File: src/hdl/bfa_pkg.sv
// ----------------------------------------------------------------------------
// bfa_pkg
// Shared sizes, command codes and status struct of the buddy frame allocator.
// ----------------------------------------------------------------------------
package bfa_pkg;

  localparam int ORDERS          = 11;
  localparam int TOP_CHUNKS      = 16;
  localparam int MAX_ALLOCATIONS = 64;
  localparam int FRAME_BYTES     = 4096;

  localparam int TOTAL_FRAMES = TOP_CHUNKS << (ORDERS - 1);
  localparam int FRAME_W      = 14;
  localparam int BYTES_W      = 32;
  localparam int ORD_W        = $clog2(ORDERS);
  localparam int CNT_W        = $clog2(TOTAL_FRAMES + 1);
  localparam int LEFT_W       = FRAME_W + 1;
  localparam int SLOT_W       = (MAX_ALLOCATIONS > 1) ? $clog2(MAX_ALLOCATIONS) : 1;
  localparam int CHUNK_W      = $clog2(TOP_CHUNKS + 1);
  localparam int CFG_W        = 5;
  localparam int GRANT_W      = 2 * FRAME_W;

  // first bit of the bitmap of one order
  function automatic int mark_base(int o);
    int b;
    b = 0;
    for (int k = 0; k < o; k++) b += TOTAL_FRAMES >> k;
    return b;
  endfunction

  localparam int MARK_BITS  = mark_base(ORDERS);
  localparam int MARK_WORDS = (MARK_BITS + 31) / 32;
  localparam int MARK_AW    = $clog2(MARK_WORDS);
  localparam int POS_W      = MARK_AW + 5;

  localparam logic [1:0] ST_OK       = 2'd0;
  localparam logic [1:0] ST_NO_SPACE = 2'd1;
  localparam logic [1:0] ST_FULL     = 2'd2;
  localparam logic [1:0] ST_NOT_FND  = 2'd3;

  localparam logic MODE_ALLOC = 1'b0;

  typedef enum logic [4:0] {
    OP_NONE, OP_CINIT, OP_CSTEP, OP_LOAD, OP_RES_NOSPACE, OP_RES_FULL,
    OP_RES_NOTFOUND, OP_SCAN_INIT, OP_SCAN_RD, OP_SCAN_HIT, OP_SCAN_NEXT,
    OP_MRD, OP_MWR, OP_TRIM, OP_GRANT, OP_FRD, OP_FHIT, OP_FNEXT, OP_CHUNK,
    OP_BRD, OP_BCLR, OP_MFINAL, OP_PUSH
  } dp_op_t;

  typedef struct packed {
    logic mode;
    logic fit;
    logic sel_found;
    logic table_full;
    logic scan_hit;
    logic trim_zero;
    logic trim_split;
    logic f_hit;
    logic f_last;
    logic left_zero;
    logic mo_top;
    logic buddy_set;
    logic sweep_last;
    logic out_free;
  } dp_stat_t;

endpackage

File: src/hdl/bfa_ctrl.sv
// ----------------------------------------------------------------------------
// bfa_ctrl
// Sequencer for clear pass, allocate scan and trim, free lookup and merging.
// ----------------------------------------------------------------------------
module bfa_ctrl (
  input  logic              clk,
  input  logic              rst_n,
  input  logic              cfg_we,
  input  logic              in_tvalid,
  output logic              in_tready,
  input  bfa_pkg::dp_stat_t stat,
  output bfa_pkg::dp_op_t   op
);
  import bfa_pkg::*;

  typedef enum logic [3:0] {
    S_CINIT, S_CLR, S_IDLE, S_DISP, S_SCAN_RD, S_SCAN_CHK, S_MRD, S_MWR,
    S_TRIM, S_FRD, S_FCHK, S_CHUNK, S_MERGE, S_BCHK, S_DONE
  } state_t;

  state_t state_r, state_nxt, ret_r, ret_nxt;

  assign in_tready = (state_r == S_IDLE) && !cfg_we;

  always_comb begin
    op        = OP_NONE;
    state_nxt = state_r;
    ret_nxt   = ret_r;
    unique case (state_r)
      S_CINIT: begin op = OP_CINIT; state_nxt = S_CLR; end
      S_CLR: begin
        op = OP_CSTEP;
        if (stat.sweep_last) state_nxt = S_IDLE;
      end
      S_IDLE: begin
        if (in_tvalid) begin op = OP_LOAD; state_nxt = S_DISP; end
      end
      S_DISP: begin
        if (stat.mode != MODE_ALLOC) begin
          state_nxt = S_FRD;
        end else if (!stat.fit || !stat.sel_found) begin
          op = OP_RES_NOSPACE; state_nxt = S_DONE;
        end else if (stat.table_full) begin
          op = OP_RES_FULL; state_nxt = S_DONE;
        end else begin
          op = OP_SCAN_INIT; state_nxt = S_SCAN_RD;
        end
      end
      S_SCAN_RD: begin op = OP_SCAN_RD; state_nxt = S_SCAN_CHK; end
      S_SCAN_CHK: begin
        if (stat.scan_hit) begin
          op = OP_SCAN_HIT; state_nxt = S_MRD; ret_nxt = S_TRIM;
        end else begin
          op = OP_SCAN_NEXT; state_nxt = S_SCAN_RD;
        end
      end
      S_MRD: begin op = OP_MRD; state_nxt = S_MWR; end
      S_MWR: begin op = OP_MWR; state_nxt = ret_r; end
      S_TRIM: begin
        if (stat.trim_zero) begin
          op = OP_GRANT; state_nxt = S_DONE;
        end else begin
          op = OP_TRIM;
          if (stat.trim_split) begin state_nxt = S_MRD; ret_nxt = S_TRIM; end
        end
      end
      S_FRD: begin op = OP_FRD; state_nxt = S_FCHK; end
      S_FCHK: begin
        if (stat.f_hit) begin
          op = OP_FHIT; state_nxt = S_CHUNK;
        end else if (stat.f_last) begin
          op = OP_RES_NOTFOUND; state_nxt = S_DONE;
        end else begin
          op = OP_FNEXT; state_nxt = S_FRD;
        end
      end
      S_CHUNK: begin
        if (stat.left_zero) begin
          state_nxt = S_DONE;
        end else begin
          op = OP_CHUNK; state_nxt = S_MERGE;
        end
      end
      S_MERGE: begin
        if (stat.mo_top) begin
          op = OP_MFINAL; state_nxt = S_MRD; ret_nxt = S_CHUNK;
        end else begin
          op = OP_BRD; state_nxt = S_BCHK;
        end
      end
      S_BCHK: begin
        if (stat.buddy_set) begin
          op = OP_BCLR; state_nxt = S_MERGE;
        end else begin
          op = OP_MFINAL; state_nxt = S_MRD; ret_nxt = S_CHUNK;
        end
      end
      S_DONE: begin
        if (stat.out_free) begin op = OP_PUSH; state_nxt = S_IDLE; end
      end
      default: state_nxt = S_CINIT;
    endcase
    // a register write restarts the clear pass
    if (cfg_we) begin
      op        = OP_NONE;
      state_nxt = S_CINIT;
    end
  end

  always_ff @(posedge clk) begin
    if (!rst_n) begin
      state_r <= S_CINIT;
      ret_r   <= S_TRIM;
    end else begin
      state_r <= state_nxt;
      ret_r   <= ret_nxt;
    end
  end

endmodule

File: config.mk
export PLATFORM = sky130hd
export DESIGN_NAME = bfa_ctrl
export DESIGN_NICKNAME = d
export VERILOG_FILES = /design/src/hdl/bfa_pkg.sv /design/src/hdl/bfa_ctrl.sv
export SDC_FILE = /design/constraint.sdc
export NUM_CORES = 1
export LEC_CHECK = 0
export BUFFER_PORTS_ARGS = -buffer_cell sky130_fd_sc_hd__buf_4
export CORE_AREA = 2 2 57 59
export CTS_BUF_LIST = sky130_fd_sc_hd__clkbuf_8
export CTS_CLUSTER_DIAMETER = 100
export DETAILED_ROUTE_END_ITERATION = 16
export DIE_AREA = 0 0 59 61
export GPL_ROUTABILITY_DRIVEN = 0
export GPL_TIMING_DRIVEN = 0
export HOLD_SLACK_MARGIN = 0.12
export SLEW_MARGIN = 40
export SYNTH_ARGS = -nofsm -noshare
export SYNTH_HDL_FRONTEND = slang
export SYNTH_SLANG_ARGS = --single-unit
export TNS_END_PERCENT = 30
File: constraint.sdc
create_clock -name clk -period 2.91 [get_ports clk]
set_input_delay 0.582 -clock clk [delete_from_list [all_inputs] [get_ports clk]]
set_output_delay 0.582 -clock clk [all_outputs]
set_load 0.02 [all_outputs]
---- Word level (Yosys, flattened, before mapping) ----
Index checks and enable logic that the tools add are counted.
storage, ports and cells
  input port bits ......................... 18
  flip-flop bits (word level) ............. 8
  output and inout port bits .............. 6
operators by class
  equality and inequality tests ........... 23
  reductions and logical operators ........ 10
  mux-type cells .......................... 35
  bitwise logic cells ..................... 1
operators by type and width
  operator                                                                count
  5-bit case mux with 15 select lines                                     1
  4-bit 2-to-1 mux                                                        15
  4-bit case mux with 15 select lines                                     1
  4-bit equality test (second input constant)                             7
  5-bit 2-to-1 mux                                                        5
  4-bit by 3-bit equality test with 1-bit output (second input constant)  4
  2-bit != test (second input constant)                                   8
  4-bit case mux with 4 select lines                                      1
  2-bit 2-to-1 mux                                                        7
  3-bit 2-to-1 mux                                                        4
  4-bit by 2-bit equality test with 1-bit output (second input constant)  2
  6-bit AND reduction                                                     1
  4-bit by 1-bit equality test with 1-bit output (second input constant)  1
  4-bit zero test                                                         1
  4-bit AND reduction                                                     1
  4-bit nonzero test                                                      1
  1-bit zero test                                                         3
  3-bit != test (second input constant)                                   1
  2-bit OR reduction                                                      1
  1-bit logical AND                                                       1
  1-bit logical OR                                                        1
  1-bit 2-to-1 mux                                                        1
  1-bit inverter                                                          1

---- Longest topological paths before layout ----
Gate-level depths: netlist (run 1).
  depth after elaboration ................. 6
  gate-level depth with buffers ........... 6
  depth with buffers taken out ............ 5

---- Worst setup path after synthesis (run 1) ----
Ideal clock, no wire load.
  path type ............................... register -> output
  start ................................... reg state_r[3]
  end ..................................... out op[1]
  required time ........................... 2.328 ns
  path buffers ............................ 2
  arrival time ............................ 1.508 ns
  setup slack ............................. 0.820 ns
  cell stages (with the launch flop) ...... 6
  path through ............................ dfxtp_1 -> buf_2 -> buf_2 -> o32a_1 -> o221a_1 -> a21oi_1
on the way
  longest elaborated chain between the ends .. 3
  elaborated cells on any way between the ends .. 17
  those cells by class .................... 14 x eq/ne; 2 x mux; 1 x reduce/logical
RTL lines
  what                                               line             RTL
  start, declared                                    bfa_ctrl.sv:21   state_t state_r, state_nxt, ret_r, ret_nxt;
  start signal, assigned                             bfa_ctrl.sv:115  state_r <= state_nxt;
  4-bit equality test, or another cell as far along  bfa_ctrl.sv:29   unique case (state_r)
  5-bit case mux with 15 select lines *              bfa_ctrl.sv:29
  5-bit 2-to-1 mux *                                 bfa_ctrl.sv:104  if (cfg_we) begin
  end, declared                                      bfa_ctrl.sv:12   output bfa_pkg::dp_op_t op
Every way passes the cells marked *; elsewhere a longest branch is shown, timed or not.

---- Worst setup path in the final report (run 1) ----
  start ................................... reg state_r[2]
  end ..................................... out op[1]
The elaborated chain is that of the path after synthesis.

==> results of run 1 <==
-- flip-flops by register name, summed over array words and instances (netlist names) --
name     flops
ret_r        1
state_r      4
-- metrics by stage --
| step | instance area (um2) | hold slack (ns) | utilization, % |
|---|---|---|---|
| 3_3_place_gp | 1060 | 0.537 | 35.8 |
| 5_1_grt | 1100 | 0.591 | 37.4 |
| 3_5_place_dp | 1060 | 0.552 | 35.8 |
| 4_1_cts | 1100 | 0.560 | 37.4 |
| 6_report | 1100 | 0.547 | 37.4 |
| 2_1_floorplan | 845 | 0.496 | - |
-- synthesized netlist by cell type, types with 2 or more instances --
| library cell | instances |
|---|---|
| nand2_1 | 11 |
| nor3_1 | 2 |
| buf_2 | 7 |
| nor2_1 | 10 |
| o221a_1 | 2 |
| nand3_1 | 4 |
| a211oi_1 | 3 |
| nand4_1 | 3 |
| o21ai_0 | 4 |
| nor2b_1 | 5 |
| inv_1 | 4 |
| buf_6 | 2 |
| o311ai_0 | 2 |
| nand2b_1 | 7 |
| dfxtp_1 | 5 |
| nor3b_1 | 3 |
| and2b_1 | 2 |
| a21oi_1 | 11 |
| o21ai_1 | 3 |
| o211ai_1 | 4 |
| a31oi_1 | 5 |
-- power groups by stage --
stage                     combinational (mW)  clock [mW]  sequential, mW
after floorplan                       0.0619           0          0.0741
after global placement                 0.102           0          0.0750
after detailed placement               0.103           0          0.0751
after CTS                              0.103       0.128          0.0741
after global routing                   0.115       0.132          0.0743
final                                  0.105       0.125          0.0742
-- logic make-up (layout without fill, tap and decap cells) --
family                 Yosys count  after routing
AOI/OAI and AO/OA               49             49
buffers and inverters           15             42
DFF                              5              5
muxes                            2              2
and+or+nand+nor                 54             54
-- layer usage --
metal  track usage, %  up-vias
li1                 -      530
met1             23.5      480
met2             28.4       51
met3            0.640        6
met4             6.17        0
met5                0        -
-- worst max-delay path by stage --
stage          slack (ns)  endpoint  cells after the start
6_report             0.51     op[1]                      7
3_3_place_gp         0.71     op[1]                      6
5_1_grt              0.33     op[0]                      7
3_5_place_dp         0.69     op[1]                      6
4_1_cts              0.52     op[0]                      7
2_1_floorplan        0.82     op[1]                      5
-- cell usage in the layout, fill, tap and decap left out, types with 5 or more instances in the layout --
cell type  instances
nor2b_1            5
buf_4             24
buf_2              7
dfxtp_1            5
a31oi_1            5
nand2b_1           7
nand2_1           11
a21oi_1           11
nor2_1            10
inv_1              5
-- area by class of cell --
type | count | area (um2) | area share, %
clock inverters | 1 | 3.75 | 0.340
multi-input cells | 105 | 661 | 59.9
plain buffers | 10 | 65.1 | 5.90
well taps | 33 | 41.3 | 3.74
inverters | 5 | 18.8 | 1.70
clock buffers | 3 | 41.3 | 3.74
repair buffers | 23 | 173 | 15.6
flip-flops and latches | 5 | 100 | 9.07
-- critical path, delay by kind of cell, from the launching register on --
kind	cells	cell delay, ns
DFF	1	0.32
buffers and inverters	2	0.35
AOI/OAI and AO/OA	3	0.36
and+or+nand+nor	2	0.59
==> flow_metrics.py, run 1 <==
metrics = {
    "hold_path": {
        "holdCritStartpoint": "ret_r[0]",
        "min_path_cells": 2,
        "hold_end": "ret_r[0]",
        "hp-class": "reg2reg",
    },
    "pwr": {
        "internal_power_mw": 0.210,
        "p_sw_mw": 0.0940,
        "irDropWorstVdd_uv": 262,
        "finalPower_mw": 0.304,
        "p_seq_share_pct": 24.4,
        "p_clk_share_pct": 41.1,
        "p_leak_nw": 0.456,
        "p_per_area_nw_per_um2": 275,
        "comb_power_share_pct": 34.5,
        "swShare_pct": 31.0,
    },
    "worst_setup_path": {
        "crit_type": "reg2out",
        "timing.critical_path.from": "state_r[2]",
        "critPathMaxFanout": 10,
        "reg2reg_from": "state_r[0]",
        "cp_data_required_time_ns": 2.33,
        "critPathMaxStageDelay_ns": 0.32,
        "cp.arrival_ns": 1.81,
        "r2r_slack_ns": 1.24,
        "critPathSlowestCell": "dfxtp_1",
        "cp-end-kind": "output port",
        "rr_worst_depth": 6,
        "r2r_end": "state_r[1]",
        "crit_top_cell": "a21oi_1",
        "crit_path_start_kind": "flip-flop",
        "crit_path_cell_trace": "buf_2, nor2_1, and4_1, a21oi_1, o221a_1, a21oi_1, buf_4",
    },
    "clock_tree": {
        "cts_buffer_depth": 2,
        "cts_resized": 0,
        "h-tree-depth": 1,
        "hold_buffers": 0,
        "clock_latency_ns": 0.22,
        "cts_sinks": 5,
        "cts_tree": "yes",
        "cts_root_buf": "clkbuf_8",
        "post_cts_buffers": 0,
        "clkTransAtPathRegs_ns": 0.04,
        "cts_buffers": 3,
    },
    "route": {
        "wl_met2_um": 1270,
        "met3RoutedLength_um": 187,
        "drt-met1-wl_um": 1300,
        "wl_per_cell_um": 15.2,
        "ant_nets": 0,
        "drt_iter0_markers": 48,
        "post-route-drc-count": 0,
        "dr.pass1.iters": 4,
        "via_per_inst": 5.77,
        "vias": 1067,
        "highest_layer": "met4",
        "routed_wl_um": 2810,
    },
    "synth": {
        "synth_top_cell_by_area": "dfxtp_1",
        "synth_compound_area_share_pct": 41.2,
        "yosys_warnings": 0,
        "ys_ff_latch": 5,
        "netlist.area_leader.share_pct": 11.9,
        "synth_top_family_by_area": "compound AO/OA/AOI/OAI gates",
        "syn_area_per_cell_um2": 6.76,
        "syn_nets": 143,
        "synth.distinct_cells": 47,
        "synth_edf_count": 0,
        "async_reset_ff_share_pct": 0,
        "synth_cells": 125,
        "synth_adder_area_share_pct": 0,
        "synthXorXnorAreaFrac_pct": 0,
        "synthMuxAreaShare_pct": 2.52,
        "netlist_area_um2": 845,
        "synthSimpleGateAreaFrac_pct": 34.5,
        "synth.area.top_cells": "dfxtp_1, a21oi_1, nand2b_1",
        "yosysSeqAreaShare_pct": 11.9,
        "ys.flop_type": "dfxtp_1",
    },
    "cells_and_area": {
        "layout.nets": 171,
        "fillers": 325,
        "drive_gt1_share_pct": 26.3,
        "area_growth_pct": 30.7,
        "instances_no_fill": 185,
        "insertedDiodeCount": 0,
    },
    "global_route": {
        "grt_usage_pct": 17.1,
        "globalRoute.totalOverflow": 0,
        "grt_pass1_vias": 1018,
        "grt_pass1_wl_um": 4770,
        "grt_max_degree": 11,
        "antenna_found_initial": 0,
    },
    "placed_design": {
        "io_buffers": 23,
        "place_hpwl_um": 2230,
        "placedCellCount": 181,
        "place_worst_setup_slack_ns": 0.690,
    },
    "timing": {
        "period_minus_slack_ns": 2.40,
        "drv_slew": 0,
        "slew_headroom_pct": 74.1,
        "rsz0062_at_grt": "false",
        "post-route-period-util_pct": 82.3,
        "clock_skew_ns": 0.00170,
        "hold_violations": 0,
        "max_freq_mhz": 418,
        "setup_tns_ns": 0,
        "worstMarginPinSlew_ns": 0.384,
        "setup_ws_ns": 0.515,
        "setup_violations": 0,
    },
    "run_status": {
        "status": "finished clean",
    },
    "floorplan": {
        "die_w_um": 59,
        "io_pins": 24,
        "die_area_um2": 3600,
        "start_util_pct": 28.6,
        "core_area_um2": 2950,
        "core.rowCount": 20,
        "die_h_um": 61,
    },
    "run": {
        "drv_cap": 0,
    },
}
Power figures use the tool's default switching activity.
==> run 2: changes to the inputs <==
==> constraint.sdc (replaced) <==
create_clock -name clk -period 1.93 [get_ports clk]
set_input_delay 0.386 -clock clk [delete_from_list [all_inputs] [get_ports clk]]
set_output_delay 0.386 -clock clk [all_outputs]
set_load 0.02 [all_outputs]
==> run 2 against run 1 <==
  * The run now ends with negative setup slack left
  * Sequential share of layout area decreased by 0.55 points
  * Power increased by 62%
  * Combinational power increased by 82%
  * Largest cell class unchanged
  * Critical path type unchanged
  * Final cell count increased by 4.9%
  * Critical endpoint is now op[0]
  * Sequential cell count unchanged
  * Via count increased by 6.7%
  * Sequential power increased by 51%
  * Highest routed layer unchanged
  * Worst setup slack got worse by 0.58 ns
  * Clock skew about the same
  * Die area unchanged
==> flow_metrics.py, run 2 (same netlist as run 1, synthesis figures left out) <==
metrics = {
    "hold_path": {
        "hp-class": "in2reg",
        "min_path_cells": 2,
        "holdCritStartpoint": "rst_n",
    },
    "route": {
        "ant_nets": 0,
        "routed_wl_um": 3100,
        "drt_iter0_markers": 47,
        "via_per_inst": 5.87,
        "dr.pass1.iters": 4,
        "wl_per_cell_um": 16.0,
        "vias": 1138,
        "post-route-drc-count": 0,
    },
    "placed_design": {
        "io_buffers": 23,
        "dpl_cell_area_um2": 1060,
        "placedCellCount": 181,
        "place_hpwl_um": 2230,
    },
    "floorplan": {
        "start_util_pct": 28.6,
        "core_area_um2": 2950,
        "core.rowCount": 20,
        "die_h_um": 61,
        "die_w_um": 59,
        "io_pins": 24,
        "die_area_um2": 3600,
    },
    "cells_and_area": {
        "layout.nets": 180,
        "fillers": 311,
        "insertedDiodeCount": 0,
        "stdcell_area_um2": 1290,
        "area_growth_pct": 53.0,
        "largest_reg_flops": 4,
        "reg.largest.list": "state_r: 4 flops, ret_r: 1 flops",
        "instances_no_fill": 194,
        "final_common_cell": "buf_4",
        "regMostFlops": "state_r",
        "layout_common_cells": "buf_4, nand2_1, nor2_1",
        "drive_gt1_share_pct": 41.6,
    },
    "worst_setup_path": {
        "crit_type": "reg2out",
        "rr_worst_depth": 8,
        "critPathMaxStageDelay_ns": 0.34,
        "cp.arrival_ns": 1.61,
        "critPathSlowestCell": "dfxtp_2",
        "cp_data_required_time_ns": 1.54,
        "critPathMaxFanout": 6,
        "crit_path_start_kind": "flip-flop",
        "timing.critical_path.from": "state_r[0]",
        "cp-end-kind": "output port",
        "crit_path_cell_trace": "buf_6, and2b_2, a21oi_2, o221ai_2, nand2_1, a31oi_1, buf_4",
        "reg2reg_from": "state_r[0]",
    },
    "pwr": {
        "finalPower_mw": 0.490,
        "p_leak_nw": 0.530,
        "irDropWorstVdd_uv": 398,
        "p_per_area_nw_per_um2": 379,
    },
    "timing": {
        "worstMarginPinSlew_ns": 0.380,
        "period_minus_slack_ns": 2.00,
        "drv_slew": 0,
        "holdWs_ns": 0.388,
        "max_freq_mhz": 500,
        "rsz0062_at_grt": "true",
        "setup_ws_ns": -0.0690,
        "setup_violations": 4,
        "setup_tns_ns": -0.149,
        "clock_skew_ns": 0.00148,
        "slew_headroom_pct": 74.3,
        "post-route-period-util_pct": 104,
        "hold_violations": 0,
    },
    "run": {
        "drv_cap": 0,
    },
    "clock_tree": {
        "h-tree-depth": 1,
        "cts_tree": "yes",
        "cts_buffer_depth": 2,
        "cts_root_buf": "clkbuf_8",
        "clock_latency_ns": 0.22,
        "hold_buffers": 0,
        "cts_sinks": 5,
        "clkTransAtPathRegs_ns": 0.03,
        "cts_buffers": 3,
    },
    "global_route": {
        "grt_max_degree": 11,
        "met2_usage_pct": 31.3,
        "grt_pass1_vias": 1075,
        "antenna_found_initial": 0,
        "grt-busiest-layer": "met2",
        "grt_util_met1_pct": 24.4,
        "grt_util_met3_pct": 1.28,
        "grt_pass1_wl_um": 5100,
        "globalRoute.totalOverflow": 0,
        "grt_usage_pct": 18.4,
    },
    "run_status": {
        "violations": "negative setup slack",
        "status": "complete, but fails checks",
    },
}
run 2: changes by cell type in the layout (fill, tap and decap cells not counted), moves of 4 or more:
cell and change:
buf_2 -6, buf_6 +5, buf_4 +10, a21oi_1 -4, dfxtp_1 -4, a21oi_2 +4
run 2: timing repair:
item | in CTS | in global routing
gates cloned | 0 | 0
pin swaps | 6 | 6
resized for setup | 28 | 8
setup buffers | 6 | 4
setup endpoints to repair | 6 | 4
run 2: stage by stage:
step	setup WS (ns)	utilization, %
after floorplan	0.0357	-
after global placement	-0.00547	35.8
after detailed placement	-0.0250	35.8
after CTS	-0.0676	41.3
after global routing	-0.158	43.8
final	-0.0690	43.8
run 2: critical path, delay by kind of cell, from the launching register on:
kind                   cells  cell delay [ns]
AO/OA/AOI/OAI              3             0.42
buffers and inverters      2             0.30
flip-flops                 1             0.34
AND/OR/NAND/NOR            2             0.34
run 2: layer usage:
metal  vias to the layer above  share of wire (%)
li1                        549                  -
met1                       503                 40
met2                        74                 48
met3                        12                9.1
met4                         0                2.1
met5                         -                  0
run 2: layout make-up:
cell class | count | area, um2 | area share, %
clock inverters | 1 | 3.75 | 0.290
well taps | 33 | 41.3 | 3.19
flip-flops and latches | 5 | 110 | 8.52
multi-input cells | 105 | 738 | 57.1
repair buffers | 33 | 248 | 19.2
plain buffers | 9 | 91.3 | 7.07
clock buffers | 3 | 41.3 | 3.19
inverters | 5 | 18.8 | 1.45
run 2: worst paths after layout:
path / endpoint / slack, ns
min reg2reg: ret_r[0] / 0.55
max: op[0] / -0.07
min: ret_r[0] / 0.39
max reg2reg: state_r[1] / 0.12
run 2: where the power goes:
| group | total, mW | internal (mW) | leakage, nW | switching [mW] |
|---|---|---|---|---|
| clock | 0.187 | 0.136 | 0.0269 | 0.0509 |
| combinational | 0.191 | 0.0947 | 0.460 | 0.0964 |
| sequential | 0.112 | 0.106 | 0.0430 | 0.00626 |
==> run 3: changes to the inputs <==
--- a/config.mk
+++ b/config.mk
@@ -14,6 +14,7 @@
 export GPL_ROUTABILITY_DRIVEN = 0
 export GPL_TIMING_DRIVEN = 0
 export HOLD_SLACK_MARGIN = 0.12
+export PLACE_DENSITY = 0.62
 export SLEW_MARGIN = 40
 export SYNTH_ARGS = -nofsm -noshare
 export SYNTH_HDL_FRONTEND = slang
==> run 3 against run 2 <==
  * The run still ends with negative setup slack left
  * Routed wire length down 2.6%
  * Fmax down 1.1%
  * Core utilization down 1.2 points
  * Cell area down 2.8%
  * Sequential power about the same
  * Critical path type unchanged
  * Largest power group unchanged
  * Highest routed layer unchanged
==> flow_metrics.py, run 3 (same netlist as run 1, synthesis figures left out) <==
metrics = {
    "clock_tree": {
        "cts_tree": "yes",
        "cts_sinks": 5,
        "hold_buffers": 0,
        "clkTransAtPathRegs_ns": 0.03,
        "clock_latency_ns": 0.22,
        "h-tree-depth": 1,
        "cts_buffers": 3,
        "cts_root_buf": "clkbuf_8",
        "cts_buffer_depth": 2,
    },
    "timing": {
        "worstMarginPinSlew_ns": 0.385,
        "holdWs_ns": 0.392,
        "post-route-period-util_pct": 105,
        "setup_violations": 3,
        "clock_skew_ns": 0.000342,
        "rsz0062_at_grt": "true",
        "setup_tns_ns": -0.161,
        "setup_ws_ns": -0.0920,
        "period_minus_slack_ns": 2.02,
        "max_freq_mhz": 495,
        "slew_headroom_pct": 74.0,
        "drv_slew": 0,
        "hold_violations": 0,
    },
    "route": {
        "wl_per_cell_um": 15.9,
        "dr.pass1.iters": 4,
        "via_per_inst": 5.92,
        "ant_nets": 0,
        "vias": 1125,
        "post-route-drc-count": 0,
        "drt_iter0_markers": 55,
        "routed_wl_um": 3020,
    },
    "cells_and_area": {
        "layout.nets": 176,
        "drive_gt1_share_pct": 37.6,
        "fin_util_pct": 42.5,
        "stdcell_area_um2": 1260,
        "reg.largest.list": "state_r: 4 flops, ret_r: 1 flops",
        "largest_reg_flops": 4,
        "insertedDiodeCount": 0,
        "area_growth_pct": 48.7,
        "layout_common_cells": "buf_4, nand2_1, nor2_1",
        "final_common_cell": "buf_4",
        "regMostFlops": "state_r",
    },
    "pwr": {
        "p_per_area_nw_per_um2": 385,
        "irDropWorstVdd_uv": 373,
        "comb_power_share_pct": 38.9,
        "swShare_pct": 31.0,
        "p_sw_mw": 0.150,
        "finalPower_mw": 0.484,
        "internal_power_mw": 0.334,
        "p_seq_share_pct": 23.3,
        "p_clk_share_pct": 37.8,
        "p_leak_nw": 0.511,
    },
    "global_route": {
        "globalRoute.totalOverflow": 0,
        "grt_pass1_wl_um": 4890,
        "grt_max_degree": 11,
        "grt_usage_pct": 17.7,
        "grt_pass1_vias": 1038,
        "antenna_found_initial": 0,
    },
    "floorplan": {
        "die_h_um": 61,
        "die_area_um2": 3600,
        "start_util_pct": 28.6,
        "io_pins": 24,
        "core_area_um2": 2950,
        "core.rowCount": 20,
        "die_w_um": 59,
    },
    "worst_setup_path": {
        "cp.arrival_ns": 1.64,
        "cp_data_required_time_ns": 1.54,
        "crit_path_start_kind": "flip-flop",
        "r2r_slack_ns": 0.27,
        "crit_type": "reg2out",
        "critPathSlowestCell": "dfxtp_2",
        "cp-end-kind": "output port",
        "critPathMaxStageDelay_ns": 0.33,
        "crit_path_cell_trace": "buf_6, and2b_2, a21oi_2, o221ai_2, nand2_1, a31oi_1, buf_4",
        "critPathMaxFanout": 7,
    },
    "run": {
        "drv_cap": 0,
    },
    "run_status": {
        "violations": "negative setup slack",
        "status": "complete, but fails checks",
    },
    "placed_design": {
        "dpl_cell_area_um2": 1060,
        "io_buffers": 23,
        "place_hpwl_um": 2180,
    },
    "hold_path": {
        "hp-class": "in2reg",
    },
}
run 3: cell count changes in the layout (fill, tap and decap cells not counted), sizes merged:
cell / delta
buf: -4
run 3: power groups by stage:
stage                     Clock (mW)  Combinational [mW]  Sequential [mW]
after global routing           0.198               0.202            0.114
after global placement             0               0.154            0.113
after detailed placement           0               0.155            0.113
after CTS                      0.190               0.172            0.112
final                          0.183               0.188            0.113
after floorplan                    0              0.0934            0.112
run 3: area by class of cell:
class | count | area [um2]
fill | 320 | 1700
clock buffer | 3 | 41.3
clock inverter | 1 | 3.75
multi-input combinational | 105 | 729
tap | 33 | 41.3
sequential | 5 | 110
buffer | 9 | 91.3
timing repair buffer | 29 | 218
inverter | 5 | 21.3
run 3: metal layers:
metal  track usage, %  up-vias  wire length (um)
li1                 -      540                 -
met1             23.2      515              1290
met2             29.2       62              1400
met3             2.35        8               274
met4             7.79        0                53
met5                0        -                 0
run 3: what timing repair did:
item / in CTS / in global routing
gates resized for setup: 23 / 8
setup endpoints to repair: 6 / 4
pin swaps: 8 / 2
setup buffers: 6 / 0
run 3: path summary, 6_finish.rpt:
check / end / start / cells past startpoint
setup / recovery: op[0] / state_r[0] / 7
hold / removal: ret_r[0] / rst_n / 2
setup reg to reg: state_r[1] / state_r[0] / 6
hold reg to reg: ret_r[0] / ret_r[0] / 2
run 3: per-stage QoR:
step / setup WS (ns) / instances
floorplan: 0.0357 / 125
global route: -0.124 / 190
CTS: -0.0532 / 190
global placement: -0.0169 / 181
detailed placement: 0.0101 / 181
finish: -0.0920 / 190
run 3: worst max-delay path: cells and delay by family (launching register included):
kind            cells  cell delay [ns]
buf+inv             2             0.30
simple gates        2             0.35
flops               1             0.33
compound gates      3             0.45
